[config.mk]
export PLATFORM = sky130hd
export DESIGN_NAME = rtc_calendar_counter_flat
export DESIGN_NICKNAME = d
export VERILOG_FILES = /design/src/sv/rtcc_pkg.sv /design/src/sv/rtcc_if.sv /design/src/sv/rtcc_cell.sv /design/src/sv/rtcc_split.sv /design/src/sv/rtc_calendar_counter.sv /design/src/flat_wrapper.sv
export SDC_FILE = /design/constraint.sdc
export NUM_CORES = 1
export LEC_CHECK = 0
export BUFFER_PORTS_ARGS = -buffer_cell sky130_fd_sc_hd__buf_2
export CAP_MARGIN = 5
export CORE_AREA = 2 2 132 134
export CTS_BUF_LIST = sky130_fd_sc_hd__clkbuf_2 sky130_fd_sc_hd__clkbuf_4 sky130_fd_sc_hd__clkbuf_8
export DETAILED_ROUTE_END_ITERATION = 8
export DIE_AREA = 0 0 134 136
export PLACE_DENSITY = 0.74
export SYNTH_ARGS = -nofsm -noshare
export SYNTH_HDL_FRONTEND = slang
export SYNTH_SLANG_ARGS = --single-unit
[constraint.sdc]
create_clock -name clk -period 10.15 [get_ports clk]
set_clock_uncertainty 0.15 [all_clocks]
set_input_delay 2.5375 -clock clk [delete_from_list [all_inputs] [get_ports clk]]
set_output_delay 2.5375 -clock clk [all_outputs]
set_load 0.02 [all_outputs]
[src/sv/rtcc_pkg.sv]
// Shared widths, opcodes and calendar helpers for the RTC calendar counter.
package rtcc_pkg;

  localparam int unsigned OP_W    = 2;
  localparam int unsigned YEAR_W  = 14;
  localparam int unsigned MONTH_W = 4;
  localparam int unsigned DAY_W   = 5;
  localparam int unsigned HOUR_W  = 5;
  localparam int unsigned MIN_W   = 6;
  localparam int unsigned SEC_W   = 6;
  localparam int unsigned YIC_W   = 7;
  localparam int unsigned CENT_W  = 8;
  localparam int unsigned CENT_OUT_W = 7;

  localparam logic [OP_W-1:0] OP_READ = 2'd0;
  localparam logic [OP_W-1:0] OP_TICK = 2'd1;
  localparam logic [OP_W-1:0] OP_LOAD = 2'd2;

  localparam logic [SEC_W-1:0]   SEC_MAX   = 6'd59;
  localparam logic [MIN_W-1:0]   MIN_MAX   = 6'd59;
  localparam logic [HOUR_W-1:0]  HOUR_MAX  = 5'd23;
  localparam logic [MONTH_W-1:0] MONTH_MAX = 4'd12;
  localparam logic [YIC_W-1:0]   YIC_MAX   = 7'd99;
  localparam logic [CENT_W-1:0]  CENT_MAX  = 8'd99;

  // floor(y / 100) == (y * 5243) >> 19 for every 14-bit y
  localparam int unsigned DIV100_MUL   = 5243;
  localparam int unsigned DIV100_SHIFT = 19;
  localparam int unsigned DIV100_PW    = YEAR_W + 13;

  localparam logic [MONTH_W-1:0] M_FEB = 4'd2;
  localparam logic [MONTH_W-1:0] M_APR = 4'd4;
  localparam logic [MONTH_W-1:0] M_JUN = 4'd6;
  localparam logic [MONTH_W-1:0] M_SEP = 4'd9;
  localparam logic [MONTH_W-1:0] M_NOV = 4'd11;

  // Control bundle handed to each counter cell.
  typedef struct packed {
    logic inc;
    logic force_wrap;
    logic load;
  } cell_ctl_t;

  // Leap test on the split year: y % 400 == 0 iff yic == 0 and cent % 4 == 0.
  function automatic logic is_leap(input logic [CENT_W-1:0] cent,
                                   input logic [YIC_W-1:0] yic);
    logic r;
    r = ((yic[1:0] == 2'd0) && (yic != '0)) ||
        ((yic == '0) && (cent[1:0] == 2'd0));
    return r;
  endfunction

  function automatic logic [DAY_W-1:0] month_len(input logic [MONTH_W-1:0] m,
                                                 input logic leap);
    logic [DAY_W-1:0] len;
    case (m)
      M_FEB:                       len = leap ? 5'd29 : 5'd28;
      M_APR, M_JUN, M_SEP, M_NOV:  len = 5'd30;
      default:                     len = 5'd31;
    endcase
    return len;
  endfunction

endpackage

[src/sv/rtcc_if.sv]
// Valid/ready channel interfaces for operation items and result items.
interface rtcc_in_if;
  import rtcc_pkg::*;
  logic                 valid;
  logic                 ready;
  logic [OP_W-1:0]      opcode;
  logic [YEAR_W-1:0]    load_year;
  logic [MONTH_W-1:0]   load_month;
  logic [DAY_W-1:0]     load_day;
  logic [HOUR_W-1:0]    load_hour;
  logic [MIN_W-1:0]     load_minute;
  logic [SEC_W-1:0]     load_second;

  modport source (output valid, opcode, load_year, load_month, load_day,
                  load_hour, load_minute, load_second, input ready);
  modport sink   (input valid, opcode, load_year, load_month, load_day,
                  load_hour, load_minute, load_second, output ready);
endinterface

interface rtcc_out_if;
  import rtcc_pkg::*;
  logic                  valid;
  logic                  ready;
  logic [CENT_OUT_W-1:0] year_century;
  logic [YIC_W-1:0]      year_in_century;
  logic [MONTH_W-1:0]    month_now;
  logic [DAY_W-1:0]      day_now;
  logic [HOUR_W-1:0]     hour_now;
  logic [MIN_W-1:0]      minute_now;
  logic [SEC_W-1:0]      second_now;

  modport source (output valid, year_century, year_in_century, month_now, day_now,
                  hour_now, minute_now, second_now, input ready);
  modport sink   (input valid, year_century, year_in_century, month_now, day_now,
                  hour_now, minute_now, second_now, output ready);
endinterface

[src/sv/rtcc_cell.sv]
// One wrapping counter cell of the calendar chain.
module rtcc_cell #(
  parameter int unsigned W = 6,
  parameter logic [W-1:0] RST_VAL = '0
) (
  input  logic                clk,
  input  logic                rst_n,
  input  rtcc_pkg::cell_ctl_t ctl,
  input  logic [W-1:0]        hi,
  input  logic [W-1:0]        lo,
  input  logic [W-1:0]        wrap_to,
  input  logic [W-1:0]        ld_val,
  output logic [W-1:0]        val_r,
  output logic [W-1:0]        val_nxt,
  output logic                carry
);
  import rtcc_pkg::*;

  logic wrap;

  // Compare the held value so that out-of-range loads still wrap.
  assign wrap  = (val_r >= hi) || (val_r < lo) || ctl.force_wrap;
  assign carry = ctl.inc && wrap;

  always_comb begin
    if (ctl.load) begin
      val_nxt = ld_val;
    end else if (carry) begin
      val_nxt = wrap_to;
    end else if (ctl.inc) begin
      val_nxt = val_r + W'(1);
    end else begin
      val_nxt = val_r;
    end
  end

  always_ff @(posedge clk) begin
    if (!rst_n) begin
      val_r <= RST_VAL;
    end else begin
      val_r <= val_nxt;
    end
  end

endmodule

[src/sv/rtcc_split.sv]
// Splits a loaded year into century and year-in-century by reciprocal multiply.
module rtcc_split (
  input  logic [rtcc_pkg::YEAR_W-1:0] year,
  output logic [rtcc_pkg::CENT_W-1:0] cent,
  output logic [rtcc_pkg::YIC_W-1:0]  yic
);
  import rtcc_pkg::*;

  logic [DIV100_PW-1:0] prod;
  logic [YEAR_W-1:0]    q100;

  assign prod = DIV100_PW'(year) * DIV100_PW'(DIV100_MUL);
  assign cent = prod[DIV100_SHIFT +: CENT_W];
  // cent * 100 as shifts and adds
  assign q100 = YEAR_W'({cent, 6'b0}) + YEAR_W'({cent, 5'b0}) + YEAR_W'({cent, 2'b0});
  assign yic  = YIC_W'(year - q100);

endmodule

[src/sv/rtc_calendar_counter.sv]
// The result of an accepted item is registered in the output buffer and shown on out_ch
// from its head. Throughput: one item per cycle while the skid slot is empty; the carry
// ripples second to year through a row of counter cells in the same cycle, and a
// two-entry output buffer keeps in_ch ready while one result waits. Reset clears the
// time to 00:00:00, 1 January 2000 and empties the output buffer.
module rtc_calendar_counter (
  input  logic        clk,
  input  logic        rst_n,
  rtcc_in_if.sink     in_ch,
  rtcc_out_if.source  out_ch
);
  import rtcc_pkg::*;

  typedef struct packed {
    logic [CENT_OUT_W-1:0] cent;
    logic [YIC_W-1:0]      yic;
    logic [MONTH_W-1:0]    month;
    logic [DAY_W-1:0]      day;
    logic [HOUR_W-1:0]     hour;
    logic [MIN_W-1:0]      minute;
    logic [SEC_W-1:0]      second;
  } result_t;

  logic acc, tick, load;

  logic [SEC_W-1:0]   sec_r,   sec_nxt;
  logic [MIN_W-1:0]   min_r,   min_nxt;
  logic [HOUR_W-1:0]  hour_r,  hour_nxt;
  logic [DAY_W-1:0]   day_r,   day_nxt;
  logic [MONTH_W-1:0] month_r, month_nxt;
  logic [YIC_W-1:0]   yic_r,   yic_nxt;
  logic [CENT_W-1:0]  cent_r,  cent_nxt;
  logic c_sec, c_min, c_hour, c_day, c_month, c_yic, c_cent;
  logic year_over;
  logic [DAY_W-1:0]   day_hi;
  logic [CENT_W-1:0]  ld_cent;
  logic [YIC_W-1:0]   ld_yic;

  cell_ctl_t ctl_sec, ctl_min, ctl_hour, ctl_day, ctl_month, ctl_yic, ctl_cent;

  result_t res_nxt, main_r, skid_r;
  logic    main_valid_r, skid_valid_r, pop;

  assign in_ch.ready = !skid_valid_r;
  assign acc  = in_ch.valid && in_ch.ready;
  assign tick = acc && (in_ch.opcode == OP_TICK);
  assign load = acc && (in_ch.opcode == OP_LOAD);

  // Years of 10000 and up wrap straight to zero on the next year carry.
  assign year_over = (cent_r > CENT_MAX);
  assign day_hi    = month_len(month_r, is_leap(cent_r, yic_r));

  assign ctl_sec   = '{inc: tick,    force_wrap: 1'b0,      load: load};
  assign ctl_min   = '{inc: c_sec,   force_wrap: 1'b0,      load: load};
  assign ctl_hour  = '{inc: c_min,   force_wrap: 1'b0,      load: load};
  assign ctl_day   = '{inc: c_hour,  force_wrap: 1'b0,      load: load};
  assign ctl_month = '{inc: c_day,   force_wrap: 1'b0,      load: load};
  assign ctl_yic   = '{inc: c_month, force_wrap: year_over, load: load};
  assign ctl_cent  = '{inc: c_yic,   force_wrap: year_over, load: load};

  rtcc_split u_split (.year(in_ch.load_year), .cent(ld_cent), .yic(ld_yic));

  rtcc_cell #(.W(SEC_W), .RST_VAL(6'd0)) u_sec (
    .clk, .rst_n, .ctl(ctl_sec), .hi(SEC_MAX), .lo('0), .wrap_to('0),
    .ld_val(in_ch.load_second), .val_r(sec_r), .val_nxt(sec_nxt), .carry(c_sec));

  rtcc_cell #(.W(MIN_W), .RST_VAL(6'd0)) u_min (
    .clk, .rst_n, .ctl(ctl_min), .hi(MIN_MAX), .lo('0), .wrap_to('0),
    .ld_val(in_ch.load_minute), .val_r(min_r), .val_nxt(min_nxt), .carry(c_min));

  rtcc_cell #(.W(HOUR_W), .RST_VAL(5'd0)) u_hour (
    .clk, .rst_n, .ctl(ctl_hour), .hi(HOUR_MAX), .lo('0), .wrap_to('0),
    .ld_val(in_ch.load_hour), .val_r(hour_r), .val_nxt(hour_nxt), .carry(c_hour));

  rtcc_cell #(.W(DAY_W), .RST_VAL(5'd1)) u_day (
    .clk, .rst_n, .ctl(ctl_day), .hi(day_hi), .lo('0), .wrap_to(5'd1),
    .ld_val(in_ch.load_day), .val_r(day_r), .val_nxt(day_nxt), .carry(c_day));

  // Months outside 1..12 roll to January like December does.
  rtcc_cell #(.W(MONTH_W), .RST_VAL(4'd1)) u_month (
    .clk, .rst_n, .ctl(ctl_month), .hi(MONTH_MAX), .lo(4'd1), .wrap_to(4'd1),
    .ld_val(in_ch.load_month), .val_r(month_r), .val_nxt(month_nxt), .carry(c_month));

  rtcc_cell #(.W(YIC_W), .RST_VAL(7'd0)) u_yic (
    .clk, .rst_n, .ctl(ctl_yic), .hi(YIC_MAX), .lo('0), .wrap_to('0),
    .ld_val(ld_yic), .val_r(yic_r), .val_nxt(yic_nxt), .carry(c_yic));

  rtcc_cell #(.W(CENT_W), .RST_VAL(8'd20)) u_cent (
    .clk, .rst_n, .ctl(ctl_cent), .hi(CENT_MAX), .lo('0), .wrap_to('0),
    .ld_val(ld_cent), .val_r(cent_r), .val_nxt(cent_nxt), .carry(c_cent));

  assign res_nxt = '{cent: cent_nxt[CENT_OUT_W-1:0], yic: yic_nxt, month: month_nxt,
                     day: day_nxt, hour: hour_nxt, minute: min_nxt, second: sec_nxt};

  assign pop = main_valid_r && out_ch.ready;

  // Two-entry output buffer: park the item in the skid slot while the head stalls.
  always_ff @(posedge clk) begin
    if (!rst_n) begin
      main_valid_r <= 1'b0;
      skid_valid_r <= 1'b0;
    end else if (!main_valid_r || pop) begin
      if (skid_valid_r) begin
        main_valid_r <= 1'b1;
        skid_valid_r <= acc;
      end else begin
        main_valid_r <= acc;
      end
    end else if (acc) begin
      skid_valid_r <= 1'b1;
    end
  end

  always_ff @(posedge clk) begin
    if (!main_valid_r || pop) begin
      if (skid_valid_r) begin
        main_r <= skid_r;
        if (acc) begin
          skid_r <= res_nxt;
        end
      end else if (acc) begin
        main_r <= res_nxt;
      end
    end else if (acc) begin
      skid_r <= res_nxt;
    end
  end

  assign out_ch.valid           = main_valid_r;
  assign out_ch.year_century    = main_r.cent;
  assign out_ch.year_in_century = main_r.yic;
  assign out_ch.month_now       = main_r.month;
  assign out_ch.day_now         = main_r.day;
  assign out_ch.hour_now        = main_r.hour;
  assign out_ch.minute_now      = main_r.minute;
  assign out_ch.second_now      = main_r.second;

endmodule
[src/flat_wrapper.sv]
// flat-port wrapper written by rule: the top's interface ports become plain ports
module rtc_calendar_counter_flat import rtcc_pkg::*;
  (clk, rst_n, in_ch_valid, in_ch_opcode, in_ch_load_year, in_ch_load_month, in_ch_load_day, in_ch_load_hour, in_ch_load_minute, in_ch_load_second, in_ch_ready, out_ch_valid, out_ch_year_century, out_ch_year_in_century, out_ch_month_now, out_ch_day_now, out_ch_hour_now, out_ch_minute_now, out_ch_second_now, out_ch_ready);
  rtcc_in_if in_ch_i ();
  rtcc_out_if out_ch_i ();
  input  logic clk;
  input  logic rst_n;
  input wire logic [$bits(in_ch_i.valid)-1:0] in_ch_valid;
  input wire logic [$bits(in_ch_i.opcode)-1:0] in_ch_opcode;
  input wire logic [$bits(in_ch_i.load_year)-1:0] in_ch_load_year;
  input wire logic [$bits(in_ch_i.load_month)-1:0] in_ch_load_month;
  input wire logic [$bits(in_ch_i.load_day)-1:0] in_ch_load_day;
  input wire logic [$bits(in_ch_i.load_hour)-1:0] in_ch_load_hour;
  input wire logic [$bits(in_ch_i.load_minute)-1:0] in_ch_load_minute;
  input wire logic [$bits(in_ch_i.load_second)-1:0] in_ch_load_second;
  output wire logic [$bits(in_ch_i.ready)-1:0] in_ch_ready;
  output wire logic [$bits(out_ch_i.valid)-1:0] out_ch_valid;
  output wire logic [$bits(out_ch_i.year_century)-1:0] out_ch_year_century;
  output wire logic [$bits(out_ch_i.year_in_century)-1:0] out_ch_year_in_century;
  output wire logic [$bits(out_ch_i.month_now)-1:0] out_ch_month_now;
  output wire logic [$bits(out_ch_i.day_now)-1:0] out_ch_day_now;
  output wire logic [$bits(out_ch_i.hour_now)-1:0] out_ch_hour_now;
  output wire logic [$bits(out_ch_i.minute_now)-1:0] out_ch_minute_now;
  output wire logic [$bits(out_ch_i.second_now)-1:0] out_ch_second_now;
  input wire logic [$bits(out_ch_i.ready)-1:0] out_ch_ready;
  assign in_ch_i.valid = in_ch_valid;
  assign in_ch_i.opcode = in_ch_opcode;
  assign in_ch_i.load_year = in_ch_load_year;
  assign in_ch_i.load_month = in_ch_load_month;
  assign in_ch_i.load_day = in_ch_load_day;
  assign in_ch_i.load_hour = in_ch_load_hour;
  assign in_ch_i.load_minute = in_ch_load_minute;
  assign in_ch_i.load_second = in_ch_load_second;
  assign in_ch_ready = in_ch_i.ready;
  assign out_ch_valid = out_ch_i.valid;
  assign out_ch_year_century = out_ch_i.year_century;
  assign out_ch_year_in_century = out_ch_i.year_in_century;
  assign out_ch_month_now = out_ch_i.month_now;
  assign out_ch_day_now = out_ch_i.day_now;
  assign out_ch_hour_now = out_ch_i.hour_now;
  assign out_ch_minute_now = out_ch_i.minute_now;
  assign out_ch_second_now = out_ch_i.second_now;
  assign out_ch_i.ready = out_ch_ready;
  rtc_calendar_counter u_core (.clk(clk), .rst_n(rst_n), .in_ch(in_ch_i), .out_ch(out_ch_i));
endmodule
==> metrics.txt, run 1 <==
# TYPE chip_impl_metric gauge
chip_impl_info{name="outcome",value="complete, no violations"} 1
chip_impl_metric{name="cts_htree_levels",unit=""} 4
chip_impl_metric{name="cap_violations",unit=""} 0
chip_impl_metric{name="worst_ep_arrival_time",unit="ns"} 9.00
chip_impl_metric{name="fillers",unit=""} 1405
chip_impl_metric{name="synth_warnings",unit=""} 0
chip_impl_info{name="synthTopCellsByCount",value="sky130_fd_sc_hd__inv_1, sky130_fd_sc_hd__ha_1, sky130_fd_sc_hd__edfxtp_1"} 1
chip_impl_metric{name="ant_nets",unit=""} 0
chip_impl_metric{name="max_slew_margin",unit="%"} 24.9
chip_impl_metric{name="fp.coreArea",unit="um2"} 16900
chip_impl_metric{name="post-route-drc-count",unit=""} 0
chip_impl_metric{name="cts_inserted_buffers",unit=""} 17
chip_impl_metric{name="min_period",unit="ns"} 8.95
chip_impl_info{name="end_kind",value="flip-flop"} 1
chip_impl_metric{name="netSwitchingFraction",unit="%"} 40.2
chip_impl_metric{name="finalNetCount",unit=""} 1165
chip_impl_metric{name="clk_pin_slew_worst_paths",unit="ns"} 0.08
chip_impl_metric{name="postCtsHoldBufs",unit=""} 0
chip_impl_metric{name="power.share.clock",unit="%"} 17.2
chip_impl_metric{name="setup_violations",unit=""} 0
chip_impl_metric{name="multi_input_area",unit="um2"} 5270
chip_impl_metric{name="chipHeight",unit="um"} 136
chip_impl_metric{name="hpwl",unit="um"} 14800
chip_impl_metric{name="power.switching",unit="uW"} 1010
chip_impl_metric{name="yosys_register_bits",unit=""} 123
chip_impl_info{name="top_count_cell_post_synth",value="sky130_fd_sc_hd__inv_1"} 1
chip_impl_metric{name="synth-seq-area-share",unit="%"} 35.7
chip_impl_metric{name="synth.distinct_cells",unit=""} 65
chip_impl_info{name="ys_dominant_reg_cell",value="sky130_fd_sc_hd__edfxtp_1"} 1
chip_impl_metric{name="drtPass1Iterations",unit=""} 7
chip_impl_metric{name="power.density",unit="nW/um2"} 247
chip_impl_metric{name="synthesis.area_per_instance",unit="um2"} 10.8
chip_impl_metric{name="grt_util_all_layers",unit="%"} 22.0
chip_impl_info{name="cts_tree",value="done"} 1
chip_impl_info{name="post_synth_main_area_contributors",value="sky130_fd_sc_hd__edfxtp_1, sky130_fd_sc_hd__ha_1, sky130_fd_sc_hd__fa_1"} 1
chip_impl_metric{name="worst_supply_voltage_drop_on_vdd",unit="V"} 0.000280
chip_impl_metric{name="route.detailed.vias_per_inst",unit=""} 5.47
chip_impl_info{name="worstHoldPathType",value="flip-flop to flip-flop"} 1
chip_impl_metric{name="grt-ovfl-total",unit=""} 0
chip_impl_metric{name="via_count_of_the_first_global_routing_pass",unit=""} 6365
chip_impl_metric{name="clock_latency",unit="ns"} 0.44
chip_impl_info{name="synth_top_cell_by_area",value="sky130_fd_sc_hd__edfxtp_1"} 1
chip_impl_metric{name="num_rows",unit=""} 48
chip_impl_metric{name="grt_antenna_before_repair",unit=""} 0
chip_impl_metric{name="totalNegativeSetupSlack",unit="ns"} 0
chip_impl_metric{name="clk_path_buf_depth",unit=""} 2
chip_impl_metric{name="post-cts-setup-buffer-count",unit=""} 0
chip_impl_metric{name="async_set_or_reset_flop_fraction_in_the_synthesized_netlist",unit="%"} 0
chip_impl_metric{name="synth_area",unit="um2"} 9150
chip_impl_metric{name="layout-drive-gt1-share",unit="%"} 18.4
chip_impl_metric{name="layout_worst_path_cycle_share",unit="%"} 88.2
chip_impl_metric{name="grt_first_pass_wirelength",unit="um"} 31400
chip_impl_info{name="worstSetupStartpointType",value="input port"} 1
chip_impl_metric{name="yosysTopAreaCellShare",unit="%"} 26.3
chip_impl_metric{name="synth-edff-count",unit=""} 80
chip_impl_metric{name="worst_slew_pin_slew",unit="ns"} 1.12
chip_impl_metric{name="dpl.cell_count",unit=""} 1142
chip_impl_metric{name="post_layout_nonfiller_instances",unit=""} 1174
chip_impl_info{name="cts-root-buf",value="sky130_fd_sc_hd__clkbuf_8"} 1
chip_impl_metric{name="grt_start_max_net_pins",unit=""} 41
chip_impl_info{name="worstSetupPathType",value="input port to flip-flop"} 1
chip_impl_metric{name="crit_required",unit="ns"} 10.20
chip_impl_metric{name="drt_first_iter_violations",unit=""} 406
chip_impl_metric{name="starting_density_of_the_core",unit="%"} 54.2
chip_impl_metric{name="die_x",unit="um"} 134
chip_impl_metric{name="postCtsResizedCells",unit=""} 0
chip_impl_metric{name="hold_viol",unit=""} 0
chip_impl_metric{name="numClockSinks",unit=""} 123
chip_impl_metric{name="syn_inst",unit=""} 846
chip_impl_metric{name="postRouteWirelength",unit="um"} 19200
chip_impl_metric{name="sequential_cell_fraction_of_total_power",unit="%"} 24.7
chip_impl_metric{name="pwr-share-comb",unit="%"} 58.0
chip_impl_metric{name="total_leakage_power",unit="uW"} 0.00473
chip_impl_metric{name="synth.net_count",unit=""} 1075
chip_impl_metric{name="fp.dieArea",unit="um2"} 18200
chip_impl_metric{name="route.detailed.wl_per_inst",unit="um"} 16.3
chip_impl_metric{name="ios",unit=""} 88
chip_impl_metric{name="antenna-diode-count",unit=""} 0
chip_impl_metric{name="ff_latch_area",unit="um2"} 3260
chip_impl_metric{name="timing.fmax",unit="MHz"} 112
chip_impl_metric{name="crit_fanout",unit=""} 5
chip_impl_metric{name="area_growth_syn_to_layout",unit="%"} 11.7
chip_impl_metric{name="final-max-slew-violation-count",unit=""} 0
chip_impl_metric{name="portBuffers",unit=""} 87
chip_impl_info{name="rsz0062_at_grt",value="no"} 1
chip_impl_metric{name="via_count",unit=""} 6416
chip_impl_metric{name="internal_power",unit="uW"} 1510
chip_impl_metric{name="gpl.final_weighted_congestion",unit=""} 0.920
==> worst max-delay path, stage by stage <==
cell and delay [ns]:
sky130_fd_sc_hd__buf_2 0.15, sky130_fd_sc_hd__inv_1 0.12, sky130_fd_sc_hd__fa_1 0.55, sky130_fd_sc_hd__inv_1 0.04
sky130_fd_sc_hd__ha_1 0.21, sky130_fd_sc_hd__fa_1 0.54, sky130_fd_sc_hd__inv_1 0.05, sky130_fd_sc_hd__fa_1 0.46
sky130_fd_sc_hd__fa_1 0.54, sky130_fd_sc_hd__inv_1 0.04, sky130_fd_sc_hd__ha_1 0.31, sky130_fd_sc_hd__a21oi_1 0.15
sky130_fd_sc_hd__a21boi_0 0.09, sky130_fd_sc_hd__a211oi_1 0.61, sky130_fd_sc_hd__o21ai_0 0.26, sky130_fd_sc_hd__a31oi_1 0.28
sky130_fd_sc_hd__xnor2_1 0.20, sky130_fd_sc_hd__ha_1 0.28, sky130_fd_sc_hd__ha_1 0.27, sky130_fd_sc_hd__inv_1 0.04
sky130_fd_sc_hd__ha_1 0.32, sky130_fd_sc_hd__a21oi_1 0.16, sky130_fd_sc_hd__xnor2_1 0.16, sky130_fd_sc_hd__xnor3_1 0.24
sky130_fd_sc_hd__o22ai_2 0.09, sky130_fd_sc_hd__mux2_2 0.29
==> state kept, by name, summed over array words and instances, names as in the netlist, 6 cells and up <==
| name | cells |
|---|---|
| u_core.u_cent.val_r | 8 |
| u_core.out_ch.year_century | 7 |
| u_core.out_ch.year_in_century | 7 |
| u_core.u_yic.val_r | 7 |
| u_core.u_min.val_r | 6 |
| u_core.u_sec.val_r | 6 |
| u_core.out_ch.second_now | 6 |
| u_core.out_ch.minute_now | 6 |
| u_core.skid_r | 40 |
==> power by group through the flow <==
stage | clock network (uW) | logic, uW | registers, uW
detailed placement | 0 | 1460 | 634
floorplan | 0 | 1120 | 659
global route | 462 | 1670 | 629
global placement | 0 | 1430 | 634
finish | 434 | 1460 | 623
CTS | 443 | 1470 | 623
==> final timing paths <==
path	startpoint	cells after the start	slack (ns)	endpoint
worst max-delay path	in_ch_load_year[4]	26	1.20	u_core.out_ch.year_in_century[6]
worst min-delay path	u_core.u_cent.val_r[7]	2	0.38	u_core.u_cent.val_r[7]
worst max register to register	u_core.u_cent.val_r[0]	13	6.04	u_core.out_ch.year_in_century[3]
worst min register to register	u_core.u_cent.val_r[7]	2	0.38	u_core.u_cent.val_r[7]
==> metrics by stage <==
step	utilization (%)	cell area, um2	power (uW)	worst slack (ns)	hold slack, ns
6_report	60.5	10200	2520	1.20	0.376
5_1_grt	60.5	10200	2760	0.899	0.410
4_1_cts	60.5	10200	2540	1.27	0.377
3_5_place_dp	58.2	9820	2090	0.772	0.366
3_3_place_gp	58.2	9820	2060	1.02	0.354
2_1_floorplan	-	9150	1780	1.50	0.336
==> routing by layer <==
layer	up-vias	part of all wire, %	global-route usage (%)
li1	3087	-	-
met1	3089	43	28.5
met2	201	49	37.5
met3	39	5.0	3.77
met4	0	2.6	7.92
met5	-	0	0
==> cells in the final DEF (no fill, tap or decap), drive strengths merged, types with 4 or more instances in the layout <==
cell type    n
xnor2       17
mux2        31
inv        150
and2        31
nand2b       4
edfxtp      80
a31oi        8
a21oi       28
a211oi       4
nor3        12
mux2i        4
buf         91
clkbuf      17
dfxtp       43
or2          4
nand3       16
o21ai       40
ha         120
nor2        35
nand4       12
nand2       49
clkinv       4
a21o         4
o31ai        4
xor2        12
fa          63
o22ai       11
==> cell families (layout without fill, tap and decap cells) <==
group           count (synthesis)  count (layout)  share of synthesized area [%]
compound gates                127             127                           9.26
xor+xnor                       30              30                           3.02
fa+ha+maj                     183             183                           30.2
buf+inv                       164             267                           6.83
flops                         123             123                           35.7
mux                            35              35                           4.34
simple gates                  184             184                           10.7
==> layout make-up <==
type | count | area share, %
multi-input cells | 559 | 51.5
flip-flops and latches | 123 | 31.9
inverters | 144 | 5.29
repair buffers | 91 | 4.56
well taps | 225 | 2.76
clock buffers | 17 | 2.29
clock inverters | 15 | 1.60
Power figures use the tool's default switching activity.
==> run 2, diff against run 1 <==
--- a/config.mk
+++ b/config.mk
@@ -7,11 +7,12 @@
 export LEC_CHECK = 0
 export BUFFER_PORTS_ARGS = -buffer_cell sky130_fd_sc_hd__buf_2
 export CAP_MARGIN = 5
-export CORE_AREA = 2 2 132 134
+export CORE_AREA = 2 2 151 153
 export CTS_BUF_LIST = sky130_fd_sc_hd__clkbuf_2 sky130_fd_sc_hd__clkbuf_4 sky130_fd_sc_hd__clkbuf_8
 export DETAILED_ROUTE_END_ITERATION = 8
-export DIE_AREA = 0 0 134 136
-export PLACE_DENSITY = 0.74
+export DIE_AREA = 0 0 153 155
+export PLACE_DENSITY = 0.73
 export SYNTH_ARGS = -nofsm -noshare
 export SYNTH_HDL_FRONTEND = slang
+export SYNTH_HIERARCHICAL = 1
 export SYNTH_SLANG_ARGS = --single-unit
==> run 2 against run 1 <==
Net effect: first-iteration DRC count up 42%; total power up 9.6%; global-route usage up 0.57 points; clock power up 3%; largest power group unchanged; routed wire length up 36%.
==> metrics.txt, run 2 <==
# TYPE chip_impl_metric gauge
chip_impl_metric{name="max_stage_delay",unit="ns"} 0.53
chip_impl_metric{name="die_x",unit="um"} 153
chip_impl_metric{name="portBuffers",unit=""} 87
chip_impl_metric{name="antenna-diode-count",unit=""} 0
chip_impl_metric{name="cts_htree_levels",unit=""} 4
chip_impl_metric{name="ant_nets",unit=""} 0
chip_impl_info{name="end_kind",value="flip-flop"} 1
chip_impl_metric{name="route.detailed.vias_per_inst",unit=""} 5.45
chip_impl_metric{name="setup_violations",unit=""} 0
chip_impl_metric{name="syn_inst",unit=""} 1172
chip_impl_info{name="highest-signal-layer",value="met4"} 1
chip_impl_metric{name="postLayoutSetupSlackWorst",unit="ns"} 0.647
chip_impl_metric{name="layout-drive-gt1-share",unit="%"} 15.7
chip_impl_metric{name="clk_path_buf_depth",unit=""} 2
chip_impl_metric{name="fp.coreArea",unit="um2"} 22200
chip_impl_info{name="worst_path_max_delay_cell",value="sky130_fd_sc_hd__fa_1"} 1
chip_impl_metric{name="post-cts-setup-buffer-count",unit=""} 0
chip_impl_info{name="cts_tree",value="done"} 1
chip_impl_metric{name="finalNetCount",unit=""} 1680
chip_impl_metric{name="numClockSinks",unit=""} 123
chip_impl_metric{name="crit_required",unit="ns"} 10.19
chip_impl_metric{name="wire_length_on_met2",unit="um"} 12800
chip_impl_metric{name="dpl.cell_count",unit=""} 1650
chip_impl_metric{name="max_slew_margin",unit="%"} 24.4
chip_impl_info{name="reg2reg_to",value="u_core/out_ch.year_century[2]"} 1
chip_impl_metric{name="via_count",unit=""} 9165
chip_impl_metric{name="dpl_worst_slack",unit="ns"} 0.181
chip_impl_metric{name="postRouteWirelength",unit="um"} 26100
chip_impl_metric{name="hold_viol",unit=""} 0
chip_impl_metric{name="largest_reg_flops",unit=""} 40
chip_impl_metric{name="worst_supply_voltage_drop_on_vdd",unit="V"} 0.000170
chip_impl_info{name="most_common_cell_after_layout_fill_and_taps_aside",value="sky130_fd_sc_hd__inv_1"} 1
chip_impl_metric{name="ios",unit=""} 88
chip_impl_metric{name="synthesis.area_per_instance",unit="um2"} 10.1
chip_impl_metric{name="whs",unit="ns"} 0.394
chip_impl_metric{name="drtPass1Iterations",unit=""} 5
chip_impl_metric{name="grt_first_pass_wirelength",unit="um"} 43900
chip_impl_metric{name="wirelength_met1",unit="um"} 11700
chip_impl_metric{name="num_rows",unit=""} 55
chip_impl_metric{name="post_layout_nonfiller_instances",unit=""} 1682
chip_impl_metric{name="cap_violations",unit=""} 0
chip_impl_metric{name="total_leakage_power",unit="uW"} 0.00631
chip_impl_info{name="rsz0062_at_grt",value="no"} 1
chip_impl_metric{name="clk_pin_slew_worst_paths",unit="ns"} 0.08
chip_impl_info{name="worstSetupStartpointType",value="input port"} 1
chip_impl_metric{name="starting_density_of_the_core",unit="%"} 53.5
chip_impl_metric{name="fillers",unit=""} 1914
chip_impl_metric{name="crit_fanout",unit=""} 7
chip_impl_info{name="timing.hold.worst_endpoint",value="u_core/out_ch.year_in_century[3]"} 1
chip_impl_metric{name="via_count_of_the_first_global_routing_pass",unit=""} 9142
chip_impl_info{name="top_register",value="u_core/skid_r"} 1
chip_impl_metric{name="clock_latency",unit="ns"} 0.45
chip_impl_metric{name="cts_inserted_buffers",unit=""} 17
chip_impl_metric{name="grt_start_max_net_pins",unit=""} 96
chip_impl_metric{name="power.density",unit="nW/um2"} 205
chip_impl_metric{name="postCtsHoldBufs",unit=""} 0
chip_impl_metric{name="reg2regPathDepth",unit=""} 20
chip_impl_info{name="cts-root-buf",value="sky130_fd_sc_hd__clkbuf_8"} 1
chip_impl_metric{name="hpwl",unit="um"} 20400
chip_impl_metric{name="worst_slew_pin_slew",unit="ns"} 1.13
chip_impl_metric{name="placedInstanceArea",unit="um2"} 13100
chip_impl_metric{name="route.met3.wl",unit="um"} 1050
chip_impl_info{name="hold_path_startpoint",value="u_core/skid_r[29]"} 1
chip_impl_metric{name="area_growth_syn_to_layout",unit="%"} 13.5
chip_impl_metric{name="post-route-drc-count",unit=""} 0
chip_impl_metric{name="chipHeight",unit="um"} 155
chip_impl_metric{name="grt_util_all_layers",unit="%"} 22.6
chip_impl_metric{name="drt_first_iter_violations",unit=""} 576
chip_impl_metric{name="route.detailed.wl_per_inst",unit="um"} 15.5
chip_impl_metric{name="min_period",unit="ns"} 9.50
chip_impl_metric{name="hold_path_depth",unit=""} 1
chip_impl_metric{name="gpl.final_weighted_congestion",unit=""} 0.890
chip_impl_info{name="worstSetupPathType",value="input port to flip-flop"} 1
chip_impl_info{name="cp-startpoint",value="in_ch_load_year[11]"} 1
chip_impl_metric{name="worst_ep_arrival_time",unit="ns"} 9.55
chip_impl_metric{name="final-max-slew-violation-count",unit=""} 0
chip_impl_info{name="outcome",value="complete, no violations"} 1
chip_impl_metric{name="postCtsResizedCells",unit=""} 0
chip_impl_metric{name="synth_area",unit="um2"} 11900
chip_impl_metric{name="layout_worst_path_cycle_share",unit="%"} 93.6
chip_impl_metric{name="synth_warnings",unit=""} 6
chip_impl_metric{name="grt-ovfl-total",unit=""} 0
chip_impl_info{name="worstHoldPathType",value="flip-flop to flip-flop"} 1
chip_impl_info{name="most_frequent_cells_in_the_layout",value="sky130_fd_sc_hd__inv_1, sky130_fd_sc_hd__ha_1, sky130_fd_sc_hd__conb_1"} 1
chip_impl_metric{name="worst-r2r-setup-slack",unit="ns"} 3.58
chip_impl_info{name="regToRegStartpoint",value="u_core/u_sec/val_r[3]"} 1
chip_impl_metric{name="totalNegativeSetupSlack",unit="ns"} 0
chip_impl_metric{name="grt_antenna_before_repair",unit=""} 0
chip_impl_info{name="top_regs",value="u_core/skid_r (40), u_core/u_cent/val_r (8)"} 1
chip_impl_metric{name="stdcell_area",unit="um2"} 13500
chip_impl_metric{name="fp.dieArea",unit="um2"} 23700
chip_impl_metric{name="timing.fmax",unit="MHz"} 105
run 2: cell types whose count changed in the layout (fill, tap and decap cells not counted), sizes merged, moves of 11 or more:
cell,change
a2111oi,+18
a21oi,+11
nand4,+12
mux2,+11
and2,-24
conb,+129
nand2b,+12
ha,+67
nand3,+13
a211oi,+24
nor4,+13
inv,+51
run 2: metrics by stage:
stage | utilization (%) | total power [uW]
3_3_place_gp | 58.9 | 2240
6_report | 60.7 | 2760
5_1_grt | 60.7 | 3020
4_1_cts | 60.7 | 2760
2_1_floorplan | - | 1930
3_5_place_dp | 58.9 | 2310
run 2: cell type report:
cell class | instances | area (um2) | area share [%]
sequential | 123 | 3260 | 24.2
multi-input combinational | 952 | 8250 | 61.2
tap | 285 | 357 | 2.64
clock inverter | 15 | 174 | 1.29
timing repair buffer | 91 | 465 | 3.45
inverter | 199 | 747 | 5.54
clock buffer | 17 | 234 | 1.73
run 2: worst max-delay path by stage:
stage                                             endpoint  slack, ns
final                     u_core/out_ch.year_in_century[6]       0.65
after global routing      u_core/out_ch.year_in_century[6]       0.33
after CTS                 u_core/out_ch.year_in_century[6]       0.67
after detailed placement  u_core/out_ch.year_in_century[6]       0.18
after global placement    u_core/out_ch.year_in_century[6]       0.47
after floorplan           u_core/out_ch.year_in_century[6]       0.81
run 2: power by group:
part / internal [uW] / switching, uW / total, uW
clock network: 242 / 204 / 446
registers: 625 / 62.1 / 687
logic: 716 / 911 / 1630
run 2: critical path: cells and delay by family:
kind	cells	cell delay (ns)
adders and majority gates	9	3.47
muxes	1	0.28
xor gates and xnor gates	4	0.74
buffers and inverters	6	0.46
AOI/OAI and AO/OA	8	1.49
and+or+nand+nor	2	0.56
run 2: routing by layer:
layer / track usage (%) / vias to the layer above
met1: 29.2 / 4370
met2: 39.6 / 229
met4: 7.01 / 0
met5: 0 / -
li1: - / 4536
met3: 3.01 / 30
